`config.mk`:
```
export PLATFORM = sky130hd
export DESIGN_NAME = nkpc_cell
export DESIGN_NICKNAME = d
export VERILOG_FILES = /design/src/hw/rtl/nearest_key_position_cache_macros.svh /design/src/hw/rtl/nkpc_pkg.sv /design/src/hw/rtl/nkpc_cell.sv
export SDC_FILE = /design/constraint.sdc
export NUM_CORES = 1
export LEC_CHECK = 0
export BUFFER_PORTS_ARGS = -buffer_cell sky130_fd_sc_hd__buf_2
export CAP_MARGIN = 20
export CORE_AREA = 2 2 170 172
export CTS_BUF_LIST = sky130_fd_sc_hd__clkbuf_2
export DETAILED_ROUTE_END_ITERATION = 8
export DIE_AREA = 0 0 172 174
export GPL_TIMING_DRIVEN = 1
export HOLD_SLACK_MARGIN = 0.02
export PLACE_DENSITY = 0.71
export SLEW_MARGIN = 30
export SYNTH_ARGS = -nofsm -noshare
export SYNTH_HDL_FRONTEND = slang
export SYNTH_SLANG_ARGS = --single-unit
```
`constraint.sdc`:
```
create_clock -name clk -period 3.7 [get_ports clk]
set_input_delay 0.37 -clock clk [delete_from_list [all_inputs] [get_ports clk]]
set_output_delay 0.37 -clock clk [all_outputs]
set_load 0.05 [all_outputs]
```
`src/hw/rtl/nearest_key_position_cache_macros.svh`:
```
// assertion macros for the nearest key position cache
// no dependencies; included by the modules that check their own logic
`ifndef NEAREST_KEY_POSITION_CACHE_MACROS_SVH
`define NEAREST_KEY_POSITION_CACHE_MACROS_SVH

// same-cycle implication under reset
`define NKPC_ASSERT_IMPL(label, clk, rst_n, ante, cons, msg) \
    label: assert property (@(posedge clk) disable iff (!rst_n) (ante) |-> (cons)) \
        else $error(msg);

// next-cycle implication under reset
`define NKPC_ASSERT_NEXT(label, clk, rst_n, ante, cons, msg) \
    label: assert property (@(posedge clk) disable iff (!rst_n) (ante) |=> (cons)) \
        else $error(msg);

`endif

```
`src/hw/rtl/nkpc_pkg.sv`:
```
// shared types and constants for the nearest key position cache
// no dependencies; used by nkpc_cell, nkpc_pick and the top level
package nkpc_pkg;

    localparam int KEY_W = 32;
    localparam int POS_W = 40;
    localparam int WIN_W = 16;

    localparam logic [WIN_W-1:0] WINDOW_RESET = 16'd10;

    localparam logic CMD_PUT = 1'b0;
    localparam logic CMD_GET = 1'b1;

    // running search state carried from cell to cell
    typedef struct packed {
        logic signed [KEY_W-1:0] query;
        logic                    have_lo;
        logic signed [KEY_W-1:0] lo_key;
        logic [POS_W-1:0]        lo_pos;
        logic                    have_hi;
        logic signed [KEY_W-1:0] hi_key;
        logic [POS_W-1:0]        hi_pos;
    } scan_t;

endpackage

```
`src/hw/rtl/nkpc_cell.sv`:
```
// one cache cell: holds one entry and updates the passing search state
// depends on nkpc_pkg
module nkpc_cell
    import nkpc_pkg::*;
#(
    parameter int CELL_INDEX = 0,
    parameter int CNT_W      = 5
)
(
    input  logic                    clk,
    input  logic                    rst_n,
    input  logic [CNT_W-1:0]        fill_count,
    input  logic                    wr_en,
    input  logic signed [KEY_W-1:0] wr_key,
    input  logic [POS_W-1:0]        wr_pos,
    input  logic                    scan_in_vld,
    input  scan_t                   scan_in,
    output logic                    scan_out_vld,
    output scan_t                   scan_out
);

    logic signed [KEY_W-1:0] key_reg;
    logic [POS_W-1:0]        pos_reg;
    logic                    vld_reg;
    scan_t                   scan_reg;
    scan_t                   scan_next;
    logic                    entry_used;

    assign entry_used = fill_count > CNT_W'(CELL_INDEX);

    always_ff @(posedge clk)
    begin
        if (wr_en)
        begin
            key_reg <= wr_key;
            pos_reg <= wr_pos;
        end
    end

    always_comb
    begin
        scan_next = scan_in;
        if (entry_used)
        begin
            if (key_reg <= scan_in.query)
            begin
                if (!scan_in.have_lo || key_reg > scan_in.lo_key)
                begin
                    scan_next.have_lo = 1'b1;
                    scan_next.lo_key  = key_reg;
                    scan_next.lo_pos  = pos_reg;
                end
            end
            else
            begin
                if (!scan_in.have_hi || key_reg < scan_in.hi_key)
                begin
                    scan_next.have_hi = 1'b1;
                    scan_next.hi_key  = key_reg;
                    scan_next.hi_pos  = pos_reg;
                end
            end
        end
    end

    always_ff @(posedge clk or negedge rst_n)
    begin
        if (!rst_n)
        begin
            vld_reg <= 1'b0;
        end
        else
        begin
            vld_reg <= scan_in_vld;
        end
    end

    always_ff @(posedge clk)
    begin
        if (scan_in_vld)
        begin
            scan_reg <= scan_next;
        end
    end

    assign scan_out_vld = vld_reg;
    assign scan_out     = scan_reg;

endmodule

```
Word-level counts from Yosys, hierarchy flattened. Index checks and enable logic that the tools add are counted.

$add $sub $neg: 0. Multipliers: 0. Div/mod/pow operators: 0. $lt $le $gt $ge: 4. Eq/ne operators: 0. Shift-type cells: 0. Muxes and demuxes: 5. Bitwise gates (word level): 0. Reductions and logical operators: 4.

Operator list (count): $mux W73 (4); $mux W146 (1); $gt A32 B32 Y1 (1); $le A32 B32 Y1 (1); $lt A32 B32 Y1 (1); $gt A5 B1 Y1 const B (1); $logic_not A1 Y1 (2); $logic_or A1 B1 Y1 (2).

Bits in registers: 251. Bits in latches: 0. Memory bits (writable): 0. Bits in read-only memories: 0. Bits of input ports: 259. Output and inout port bits: 179. Word-level logic and storage cells: 23. Memories: 0.

Logic depth before layout (Yosys ltp).
Depth after elaboration: 5. Gate-level depth with buffers: 12.

Worst setup path before layout. No wires, ideal clock.

Path type: register to register. From: register key_reg[31]. To: register scan_reg, in the netlist scan_out[10] (data pin). Arrival: 2.898 ns. Setup slack: 0.542 ns. Cell stages (with the launch flop): 11. Buffers on the path: 2. Clock period less this slack: 3.158 ns. Cells stage by stage: edfxtp_1 ha_1 nand4_1 nor4_1 nor3b_1 a2111oi_0 a211o_1 or4b_1 buf_4 buf_6 mux2_4.

RTL lines: start, declared (line nkpc_cell.sv:22) `logic signed [KEY_W-1:0] key_reg;`; start signal, assigned (line nkpc_cell.sv:35) `key_reg <= wr_key;`; end signal, assigned (line nkpc_cell.sv:82) `scan_reg <= scan_next;`; end, declared (line nkpc_cell.sv:25) `scan_t scan_reg;`.

==> insert_results.sql <==
INSERT INTO impl_metrics (metric_group, metric, value, unit) VALUES
('timing', 'fmaxAchievable', '279.2', 'MHz'),
('synthesis', 'synth.cells.most_frequent', 'sky130_fd_sc_hd__edfxtp_1 (250), sky130_fd_sc_hd__inv_1 (99), sky130_fd_sc_hd__ha_1 (95)', ''),
('timing', 'rsz0062_at_grt', 'false', ''),
('clocking', 'cts.reportedPaths.clkPinSlew', '0.09', 'ns'),
('clocking', 'worstSkewPairLatency', '0.86', 'ns'),
('critical_path', 'rr_startpoint', 'key_reg[11]', ''),
('critical_path', 'timing.critical_path.required', '4.20', 'ns'),
('synthesis', 'synth-seq-cells', '251', ''),
('synthesis', 'synth_enable_flop_cells', '250', ''),
('worst_hold_path', 'min_to', 'scan_out[114]', ''),
('final_layout', 'fin_cells', '1948', ''),
('global_route', 'grt_max_degree', '73', ''),
('floorplan', 'row_count', '62', ''),
('synthesis', 'yosysSeqAreaShare', '0.6275', ''),
('clocking', 'largest_buffer_count_on_any_clock_path', '3', ''),
('synthesis', 'syn-num-nets', '1112', ''),
('critical_path', 'timing.critical_path.fanout_max', '40', ''),
('global_route', 'grt_first_pass_wirelength', '55930', 'um'),
('status', 'run_status', 'finished, final reports clean', ''),
('synthesis', 'synth_instances', '758', ''),
('routing', 'detailedRoute.firstPassIterationCount', '7', ''),
('floorplan', 'fp.dieW', '172', 'um'),
('power_and_ir_drop', 'power.static_leakage', '0.008292', 'uW'),
('final_layout', 'finish.net_count', '1869', ''),
('worst_hold_path', 'hold_path_startpoint', 'scan_in_vld', ''),
('clocking', 'cts_inserted_buffers', '69', ''),
('final_layout', 'final.fill_count', '2087', ''),
('critical_path', 'r2r_cells', '9', ''),
('global_route', 'grt-ovfl-total', '0', ''),
('power_and_ir_drop', 'irDropWorstVdd', '263.5', 'uV'),
('timing', 'slew_worst_pin', '0.7850', 'ns'),
('routing', 'drt.antenna.violating_nets', '0', ''),
('final_layout', 'layout.area.seq', '7532', 'um2'),
('routing', 'detail_route.wirelength', '37920', 'um'),
('place', 'total_cell_area_at_the_placement_stage', '14720', 'um2'),
('timing', 'setup_viol_count_final', '0', ''),
('critical_path', 'setup.reg_to_reg.worst_slack', '0.12', 'ns'),
('synthesis', 'synthesis.yosys.warnings', '0', ''),
('critical_path', 'timing.critical_path.to_type', 'register', ''),
('clocking', 'htree_num_levels', '3', ''),
('synthesis', 'netlist.top_cell.by_area', 'sky130_fd_sc_hd__edfxtp_1', ''),
('place', 'final_weighted_congestion_of_routability_driven_global_placement', '0.8235', ''),
('job', 'maxCapViolations', '0', ''),
('place', 'hpwl', '24500', 'um'),
('final_layout', 'areaGrowthSynthToFinish', '48.94', '%'),
('critical_path', 'rr_endpoint', 'scan_out[14]', ''),
('clocking', 'post-cts-setup-buffer-count', '0', ''),
('critical_path', 'arrival', '4.09', 'ns'),
('floorplan', 'die-area', '29930', 'um2'),
('global_route', 'grt_pass1_vias', '10450', ''),
('critical_path', 'category_of_the_most_critical_setup_path', 'register to register', ''),
('routing', 'wl_per_cell', '19.46', 'um'),
('place', 'portBuffers', '437', ''),
('routing', 'route.detailed.drc', '0', ''),
('power_and_ir_drop', 'fin_total_pwr', '8058', 'uW'),
('floorplan', 'core_area', '28240', 'um2'),
('routing', 'detail_route.vias_per_cell', '4.902', ''),
('floorplan', 'die-height', '174', 'um'),
('worst_hold_path', 'min-delay-path-class', 'input pin to register', ''),
('timing', 'layout_worst_path_cycle_share', '0.9679', ''),
('routing', 'dr.first_iter.drc_count', '496', ''),
('synthesis', 'synth_area_leaders', 'sky130_fd_sc_hd__edfxtp_1 (63%), sky130_fd_sc_hd__ha_1 (9.9%), sky130_fd_sc_hd__mux2_4 (8.8%), sky130_fd_sc_hd__mux2_2 (6.9%), sky130_fd_sc_hd__inv_1 (3.1%)', ''),
('worst_hold_path', 'holdPathStages', '1', ''),
('final_layout', 'multiInputGateArea', '4031', 'um2'),
('final_layout', 'largest_reg_flops', '178', ''),
('synthesis', 'post-synth-top-count-cell', 'sky130_fd_sc_hd__edfxtp_1', ''),
('clocking', 'root_buffer', 'sky130_fd_sc_hd__clkbuf_2', ''),
('power_and_ir_drop', 'power.density', '450.7', 'nW/um2'),
('floorplan', 'io-pin-count', '438', ''),
('synthesis', 'synth.distinct_cells', '37', ''),
('timing', 'clock_period_minus_final_worst_setup_slack', '3.581', 'ns');
[layout make-up]
class / instances / area share
multi-input combinational: 393 / 0.2255
inverter: 99 / 0.02079
timing repair buffer: 701 / 0.2722
tap: 384 / 0.02687
clock inverter: 19 / 0.006159
clock buffer: 93 / 0.02603
antenna: 8 / 0.001120
sequential: 251 / 0.4213
[through the flow]
stage / TNS (ns) / hold slack [ns] / setup WS [ns]
after floorplan: 0 / 0.07441 / 0.5417
after global placement: 0 / 0.1622 / 0.06294
after detailed placement: -0.6445 / 0.1631 / -0.03058
after CTS: 0 / 0.03717 / 0.06146
after global routing: 0 / 0.05231 / 0.01771
final: 0 / 0.1144 / 0.1189
[cells by family (layout without fill, tap and decap cells)]
family                   count (synthesis)  after routing  share of synthesized area
AO/OA/AOI/OAI                           81             81                    0.04263
other                                    0              8                          0
AND/OR/NAND/NOR                         73             73                    0.03356
buffers and inverters                  114            912                    0.04034
flip-flops                             251            251                     0.6275
multiplexers                           144            144                     0.1570
adder cells (fa/ha/maj)                 95             95                    0.09902
[placed cells by master, fill, tap and decap left out, types with 3 or more instances in the layout]
master and n:
sky130_fd_sc_hd__clkbuf_2 93, sky130_fd_sc_hd__nor3_1 3, sky130_fd_sc_hd__nor2_1 6, sky130_fd_sc_hd__a221oi_1 4
sky130_fd_sc_hd__o21ai_0 12, sky130_fd_sc_hd__buf_4 7, sky130_fd_sc_hd__buf_2 435, sky130_fd_sc_hd__nand4_1 15
sky130_fd_sc_hd__dlygate4sd3_1 253, sky130_fd_sc_hd__and4_1 7, sky130_fd_sc_hd__diode_2 8, sky130_fd_sc_hd__a21o_1 14
sky130_fd_sc_hd__ha_1 95, sky130_fd_sc_hd__clkinv_1 11, sky130_fd_sc_hd__nand2b_1 3, sky130_fd_sc_hd__nor2b_1 3
sky130_fd_sc_hd__buf_12 4, sky130_fd_sc_hd__edfxtp_1 250, sky130_fd_sc_hd__nand3_1 5, sky130_fd_sc_hd__inv_1 99
sky130_fd_sc_hd__mux2_4 70, sky130_fd_sc_hd__mux2_2 74, sky130_fd_sc_hd__inv_2 3, sky130_fd_sc_hd__a211o_1 4
sky130_fd_sc_hd__a21oi_1 33, sky130_fd_sc_hd__nand2_1 21
[power by group]
group / total, uW / internal [uW] / switching, uW
clock: 1920 / 749 / 1180
combinational: 2500 / 996 / 1510
sequential: 3630 / 3500 / 129
[critical path, stage by stage (launching register included)]
cell and delay, ns:
sky130_fd_sc_hd__edfxtp_1 0.48, sky130_fd_sc_hd__ha_1 0.38, sky130_fd_sc_hd__nand4_1 0.22, sky130_fd_sc_hd__nor4_4 0.35, sky130_fd_sc_hd__a211o_1 0.21, sky130_fd_sc_hd__a2111oi_0 0.09
sky130_fd_sc_hd__a211o_1 0.29, sky130_fd_sc_hd__or4b_4 0.58, sky130_fd_sc_hd__buf_12 0.21, sky130_fd_sc_hd__mux2_4 0.35
[routing by layer]
layer	track usage	routed length, um
met3	0.08356	3370
met5	0	0
met1	0.2607	13770
met2	0.4510	19660
met4	0.1008	1110
[worst max-delay path by stage]
stage | from | endpoint | slack [ns] | cells past startpoint
floorplan | key_reg[31] | scan_out[10] | 0.54 | 10
global placement | scan_in[161] | scan_out[20] | 0.06 | 11
detailed placement | scan_in[157] | scan_out[13] | -0.03 | 11
CTS | key_reg[11] | scan_out[45] | 0.06 | 9
global route | key_reg[11] | scan_out[14] | 0.02 | 9
finish | key_reg[11] | scan_out[14] | 0.12 | 9
[repair_timing]
item	CTS	global route
gates resized for setup	1	3
endpoints found under the hold margin	256	0
setup endpoints to repair	56	37
pin swaps	0	2
hold buffers	253	0
Note: power is estimated with default switching activity, not from simulation.
