$ cat config.mk
export PLATFORM = sky130hd
export DESIGN_NAME = nkpc_pick
export DESIGN_NICKNAME = d
export VERILOG_FILES = /design/src/hw/rtl/nearest_key_position_cache_macros.svh /design/src/hw/rtl/nkpc_pkg.sv /design/src/hw/rtl/nkpc_pick.sv
export SDC_FILE = /design/constraint.sdc
export NUM_CORES = 1
export LEC_CHECK = 0
export BUFFER_PORTS_ARGS = -buffer_cell sky130_fd_sc_hd__buf_2
export CORE_UTILIZATION = 50
export DETAILED_ROUTE_END_ITERATION = 10
export GPL_ROUTABILITY_DRIVEN = 0
export GPL_TIMING_DRIVEN = 0
export PLACE_DENSITY = 0.81
export SETUP_SLACK_MARGIN = 0.5
export SLEW_MARGIN = 25
export SYNTH_ARGS = -nofsm -noshare
export SYNTH_HDL_FRONTEND = slang
export SYNTH_SLANG_ARGS = --single-unit
$ cat constraint.sdc
create_clock -name clk -period 8.69 [get_ports clk]
set_input_delay 1.3035 -clock clk [delete_from_list [all_inputs] [get_ports clk]]
set_output_delay 1.3035 -clock clk [all_outputs]
set_load 0.01 [all_outputs]
$ cat src/hw/rtl/nearest_key_position_cache_macros.svh
// assertion macros for the nearest key position cache
// no dependencies; included by the modules that check their own logic
`ifndef NEAREST_KEY_POSITION_CACHE_MACROS_SVH
`define NEAREST_KEY_POSITION_CACHE_MACROS_SVH

// same-cycle implication under reset
`define NKPC_ASSERT_IMPL(label, clk, rst_n, ante, cons, msg) \
    label: assert property (@(posedge clk) disable iff (!rst_n) (ante) |-> (cons)) \
        else $error(msg);

// next-cycle implication under reset
`define NKPC_ASSERT_NEXT(label, clk, rst_n, ante, cons, msg) \
    label: assert property (@(posedge clk) disable iff (!rst_n) (ante) |=> (cons)) \
        else $error(msg);

`endif

$ cat src/hw/rtl/nkpc_pkg.sv
// shared types and constants for the nearest key position cache
// no dependencies; used by nkpc_cell, nkpc_pick and the top level
package nkpc_pkg;

    localparam int KEY_W = 32;
    localparam int POS_W = 40;
    localparam int WIN_W = 16;

    localparam logic [WIN_W-1:0] WINDOW_RESET = 16'd10;

    localparam logic CMD_PUT = 1'b0;
    localparam logic CMD_GET = 1'b1;

    // running search state carried from cell to cell
    typedef struct packed {
        logic signed [KEY_W-1:0] query;
        logic                    have_lo;
        logic signed [KEY_W-1:0] lo_key;
        logic [POS_W-1:0]        lo_pos;
        logic                    have_hi;
        logic signed [KEY_W-1:0] hi_key;
        logic [POS_W-1:0]        hi_pos;
    } scan_t;

endpackage

$ cat src/hw/rtl/nkpc_pick.sv
// chooses the lower or upper entry at the end of the cell row and holds the item
// depends on nkpc_pkg; drives the result channel of the top level
module nkpc_pick
    import nkpc_pkg::*;
(
    input  logic                    clk,
    input  logic                    rst_n,
    input  logic [WIN_W-1:0]        near_window,
    input  logic                    scan_vld,
    input  scan_t                   scan,
    output logic                    pend_busy,
    output logic                    result_valid,
    input  logic                    result_stall,
    output logic                    found,
    output logic signed [KEY_W-1:0] match_time,
    output logic [POS_W-1:0]        match_position
);

    logic [KEY_W:0]          below;
    logic [KEY_W:0]          above;
    logic                    pick_hi;
    logic                    sel_found;
    logic signed [KEY_W-1:0] sel_time;
    logic [POS_W-1:0]        sel_pos;

    logic                    pend_vld_reg;
    logic                    pend_vld_next;
    logic                    pend_found_reg;
    logic signed [KEY_W-1:0] pend_time_reg;
    logic [POS_W-1:0]        pend_pos_reg;

    logic                    out_vld_reg;
    logic                    out_vld_next;
    logic                    out_found_reg;
    logic signed [KEY_W-1:0] out_time_reg;
    logic [POS_W-1:0]        out_pos_reg;
    logic                    load_out;

    // both distances are non-negative at 33 bits
    assign below = {scan.query[KEY_W-1], scan.query} - {scan.lo_key[KEY_W-1], scan.lo_key};
    assign above = {scan.hi_key[KEY_W-1], scan.hi_key} - {scan.query[KEY_W-1], scan.query};

    always_comb
    begin
        pick_hi   = 1'b0;
        sel_found = scan.have_lo | scan.have_hi;
        if (scan.have_hi)
        begin
            if (!scan.have_lo)
            begin
                pick_hi = 1'b1;
            end
            else if (below > {{(KEY_W+1-WIN_W){1'b0}}, near_window} && above < below)
            begin
                pick_hi = 1'b1;
            end
        end
        if (!sel_found)
        begin
            sel_time = '0;
            sel_pos  = '0;
        end
        else if (pick_hi)
        begin
            sel_time = scan.hi_key;
            sel_pos  = scan.hi_pos;
        end
        else
        begin
            sel_time = scan.lo_key;
            sel_pos  = scan.lo_pos;
        end
    end

    assign load_out = pend_vld_reg && (!out_vld_reg || !result_stall);

    always_comb
    begin
        pend_vld_next = pend_vld_reg;
        if (scan_vld)
        begin
            pend_vld_next = 1'b1;
        end
        else if (load_out)
        begin
            pend_vld_next = 1'b0;
        end

        out_vld_next = out_vld_reg;
        if (load_out)
        begin
            out_vld_next = 1'b1;
        end
        else if (!result_stall)
        begin
            out_vld_next = 1'b0;
        end
    end

    always_ff @(posedge clk or negedge rst_n)
    begin
        if (!rst_n)
        begin
            pend_vld_reg <= 1'b0;
            out_vld_reg  <= 1'b0;
        end
        else
        begin
            pend_vld_reg <= pend_vld_next;
            out_vld_reg  <= out_vld_next;
        end
    end

    always_ff @(posedge clk)
    begin
        if (scan_vld)
        begin
            pend_found_reg <= sel_found;
            pend_time_reg  <= sel_time;
            pend_pos_reg   <= sel_pos;
        end
        if (load_out)
        begin
            out_found_reg <= pend_found_reg;
            out_time_reg  <= pend_time_reg;
            out_pos_reg   <= pend_pos_reg;
        end
    end

    assign pend_busy      = pend_vld_reg;
    assign result_valid   = out_vld_reg;
    assign found          = out_found_reg;
    assign match_time     = out_time_reg;
    assign match_position = out_pos_reg;

endmodule

# After elaboration in Yosys (flattened, before gate mapping)
# Index checks and enable logic that the tools add are counted.
# word_totals
ff_bits	148
input_bits	198
out_inout_bits	75
mem_bits_ro	0
ramBits	0
latch_bits	0
mem_count	0
elab_cells	29
# classes
reduce_logical	6
mux	9
bitwise	1
magnitude_cmp	2
n_mul	0
div_mod_pow	0
n_eq_ne	1
addsub	2
n_shift	0
# ops
op	n
subtractor 32 x 32 -> 33 bit	2
two-way mux 40 bit	1
> comparator 33 x 16 -> 1 bit	1
less-than comparator 33 bit	1
two-way mux 32 bit	1
two-way mux 1 bit	7
logical AND 1 bit	2
zero test 1 bit	2
inequality test 2 x 1 -> 1 bit (second input constant)	1
nonzero test 2 bit	1
logical OR 1 bit	1
OR 1 bit	1

# Depth between registers and ports, before layout
# logic_depth
ltp_word	7
ltp_mapped	25
mapped_depth_nobuf	24

# Worst setup path before layout
# Ideal clock, no wire load.
# synth_timing
path_type	input-to-reg
startpoint	input port result_stall
endpoint	register out_found_reg (netlist: found) (enable)
stages	1
setup_slack_ns	1.458
t_required_ns	8.075
t_arrival_ns	6.617
setup_ns	0.615
path_buffers	0
path_cell_list	a21boi_0
# synth_between
elab_chain_cells	3
# synth_rtl
element	line_no	source
start: declaration	nkpc_pick.sv:13	input logic result_stall,
zero test 1 bit	-	
logical OR 1 bit	nkpc_pick.sv:75	assign load_out = pend_vld_reg && (!out_vld_reg || !result_stall);
logical AND 1 bit	nkpc_pick.sv:75	
end signal: assignment	nkpc_pick.sv:124	out_found_reg <= pend_found_reg;
end: declaration	nkpc_pick.sv:34	logic out_found_reg;
# Every way passes these cells.
# A chain may end at the register's enable or synchronous reset.

# Worst setup path in the final report
# layout_timing
startpoint	input port scan[114] (netlist name)
endpoint	register pend_pos_reg[10] (data pin)
# layout_between
elab_chain_cells	7
word_cells_on_any_way	8
classes_between	add/sub (1); order compare (2); mux (4); reduce/logical (1)
# layout_rtl
element	line_no	source
start: declaration	nkpc_pick.sv:10	input scan_t scan,
subtractor 32 x 32 -> 33 bit (*)	nkpc_pick.sv:40	assign below = {scan.query[KEY_W-1], scan.query} - {scan.lo_key[KEY_W-1], scan.lo_key};
> comparator 33 x 16 -> 1 bit / less-than comparator 33 bit (equally long branches)	nkpc_pick.sv:53	else if (below > {{(KEY_W+1-WIN_W){1'b0}}, near_window} && above < below)
logical AND 1 bit (*)	nkpc_pick.sv:53	
two-way mux 1 bit (*)	nkpc_pick.sv:53	
two-way mux 1 bit (*)	nkpc_pick.sv:49	if (!scan.have_lo)
two-way mux 1 bit (*)	nkpc_pick.sv:47	if (scan.have_hi)
two-way mux 40 bit (*)	nkpc_pick.sv:63	else if (pick_hi)
end signal: assignment	nkpc_pick.sv:120	pend_pos_reg <= sel_pos;
end: declaration	nkpc_pick.sv:30	logic [POS_W-1:0] pend_pos_reg;
# Mark *: on every way between the ends. The rest lies on a longest branch, timed or not.

==> impl_results.md <==
- Synth warnings: 0
- DRT iter0 DRCs: 943
- H-tree Lvls: 4
- Top cell type's share of synthesized area: 37.37%
- Asr flop ratio synth: roughly 1.4%
- Final Util: a little over three fifths
- Num rows: 55
- Gr ovfl total: 0
- # hold bufs at CTS: 0
- Core area: between 20000 and 25000 um^2
- I/O Pins: ~270
- Post-Route Skew: around 9.5 ps
- Pwr Density: slightly below 200 nW/um^2
- Setup TNS: 0 ps
- R2R depth: 4
- Synth cell types: 69
- Sink Count: 148
- Final Net Count: 1893
- CTS Buffer Depth: 2
- Cts bufs inserted: 17
- Die Height: about 160 um
- Final-report hold violation count: 0
- Initial DRT Pass Iterations: 5
- Post-CTS Setup Bufs: 0
- Post-cts resize count: 0
- DP Area: between 10000 and 15000 um^2
- Vias/cell: roughly 5.8
- Max VDD drop: roughly 0.11 mV
- Share of layout cells above drive strength 1: between 20% and 30%
- Placed cell count: ~1.9k
- Post-synthesis register bit count: around 150
- FMAX: about 130 MHz
- Die width: 155.2 um
- Gr usage total: between 20 and 30%
- Synth-to-layout area growth: 21.55%
- Clk slew on worst S/H paths: ~60 ps
- Routed length per instance: roughly 18 um
- Hold Path Depth: 0
- Initial antenna violation count: 7
- Sequential share of the synthesized area: a little under two fifths
- Post-DP HPWL: approximately 27 mm
- Post-route DRC: 0
- First-pass GRT wire length: 52.48 mm
- Drt total wl: around 34 mm
- Minimum clock period: between 7000 and 8000 ps
- Clock Tree Root: clkbuf_16
- Initial Util: 51.35%
- Slew margin rel.: 44.64%
- Syn Area/Cell: 9.123 um^2
- Non-filler cells in the finished layout: 1914
- Startpoint Class: primary input
- Antenna Violating Nets Remaining: 0
- Post-synth top area cell: edfxtp_1
- Setup CP Type: primary input to register
- Maxcap violations: 0
- DIE AREA: around 24000 um^2
- Clock latency on the worst-skew pair: 420 ps
- Synth Cell Area: about 12000 um^2
- Crit. End Element: register
- Status: finished clean
- Crit path max fanout: 10
- Cell area after layout: ~14000 um^2
- Syn Nets: 1597
- Vias in the first global route: between 10k and 15k
- Min-Delay Path Class: register to register
- RSZ-0062 raised after global routing: false
- Port Buffers: 272
- # setup viols final: 0
- Fin crit share: 88.91%
- Largest net degree at the start of global routing: 39
- Ys flop type: edfxtp_1
- EDFF count, synth: roughly 150
- Pin slew with the least headroom to its limit: 826.5 ps
- Worst Path Required: 8970 ps
- Filler cell count: just under 2k
- Top cells by area, synth: edfxtp_1 37%, ha_1 12%, nor2_1 5.8%
- Total power: ~2800 uW
- CTS tree: done
- Worst Path Arrival: ~8000 ps
- Pleak: ~0.0064 uW
- Synth Instances: approximately 1.3k
- Vias: roughly 11k
- Max-slew violation count: 0
[layout by cell type, fill, tap and decap left out, types with 18 or more instances in the layout]
cell / Yosys / layout
a21o_1: 26 / 26
nor3_1: 19 / 19
a21oi_1: 64 / 64
a31o_1: 70 / 70
xor2_1: 18 / 18
nand3_1: 18 / 18
a31o_2: 76 / 76
inv_1: 118 / 118
o21ai_0: 47 / 47
ha_1: 111 / 111
buf_2: 18 / 289
xnor2_1: 26 / 26
edfxtp_1: 146 / 146
clkbuf_1: 37 / 39
nor2_1: 182 / 182
nand2_1: 115 / 115
[power by group]
| part | total [uW] | switching [uW] | internal, uW |
|---|---|---|---|
| Combinational | 1020 | 604 | 420 |
| Clock | 791 | 282 | 509 |
| Sequential | 979 | 27.8 | 951 |
| Total | 2790 | 913 | 1880 |
[cell families after synthesis]
group | count (synthesis) | share of synthesized area, %
mux | 3 | 0.2773
compound gates | 385 | 24.43
buf+inv | 181 | 6.463
xor+xnor | 44 | 3.285
flops | 148 | 37.79
fa+ha+maj | 113 | 12.18
simple gates | 412 | 15.57
[synthesized netlist by cell type, drive strengths merged, types with 4 or more instances]
cell / count
a2111oi: 4
a211oi: 12
a21boi: 6
a21o: 26
a21oi: 64
a31o: 146
a31oi: 11
and3: 11
buf: 26
clkbuf: 37
edfxtp: 146
ha: 111
inv: 118
nand2: 115
nand2b: 11
nand3: 19
nand4: 13
nor2: 182
nor2b: 11
nor3: 19
o2111ai: 6
o211ai: 7
o21a: 10
o21ai: 48
o21bai: 4
o311ai: 4
o31ai: 8
or2: 6
or3: 10
xnor2: 26
xor2: 18
[path summary, 6_finish.rpt]
kind                             startpoint                  to  slack, ps
setup reg to reg               result_valid      match_time[18]       6890
hold / removal             pend_pos_reg[29]  match_position[29]        420
setup / recovery                  scan[114]    pend_pos_reg[10]        960
max in group asynchronous             rst_n        result_valid       7930
min in group asynchronous             rst_n           pend_busy        660
hold reg to reg            pend_pos_reg[29]  match_position[29]        420
[worst max-delay path, stage by stage]
cell	delay, ps
buf_2	110
inv_1	120
ha_1	240
nor2b_1	130
o31ai_1	310
a21oi_1	180
a31oi_1	710
o31ai_1	330
a221o_1	370
a21oi_1	180
xor2_1	430
buf_2	380
buf_2	290
ha_1	280
nand4_1	80
nor2_1	70
o211ai_1	110
o2111a_1	290
nand2_1	110
o311ai_4	630
a21o_1	140
clkbuf_1	490
clkbuf_1	480
a31o_1	230
[layout make-up]
cell class / count / area, um^2 / area share, %
clock inverter: 12 / 202.7 / 1.421
tap: 313 / 391.6 / 2.746
multi-input combinational: 957 / 6555 / 45.96
clock buffer: 19 / 432.9 / 3.036
sequential: 148 / 4434 / 31.09
buffer: 63 / 315.3 / 2.211
inverter: 118 / 442.9 / 3.106
timing repair buffer: 277 / 1469 / 10.30
antenna: 7 / 17.52 / 0.1228
[metal layers]
metal | part of all wire, % | vias to the layer above | GRT usage, %
li1 | - | 5353 | -
met1 | 41 | 5166 | 35.43
met2 | 48 | 561 | 47.49
met3 | 7.2 | 87 | 2.925
met4 | 3.6 | 0 | 12.89
met5 | 0 | - | 0
[stage by stage]
stage	setup slack (ps)	hold WS [ps]
2_1_floorplan	1458	400.3
3_5_place_dp	641.2	404.5
6_report	963.9	415.1
4_1_cts	1013	412.4
5_1_grt	653.0	416.7
3_3_place_gp	-804.6	400.8
Note: power is estimated with default switching activity, not from simulation.
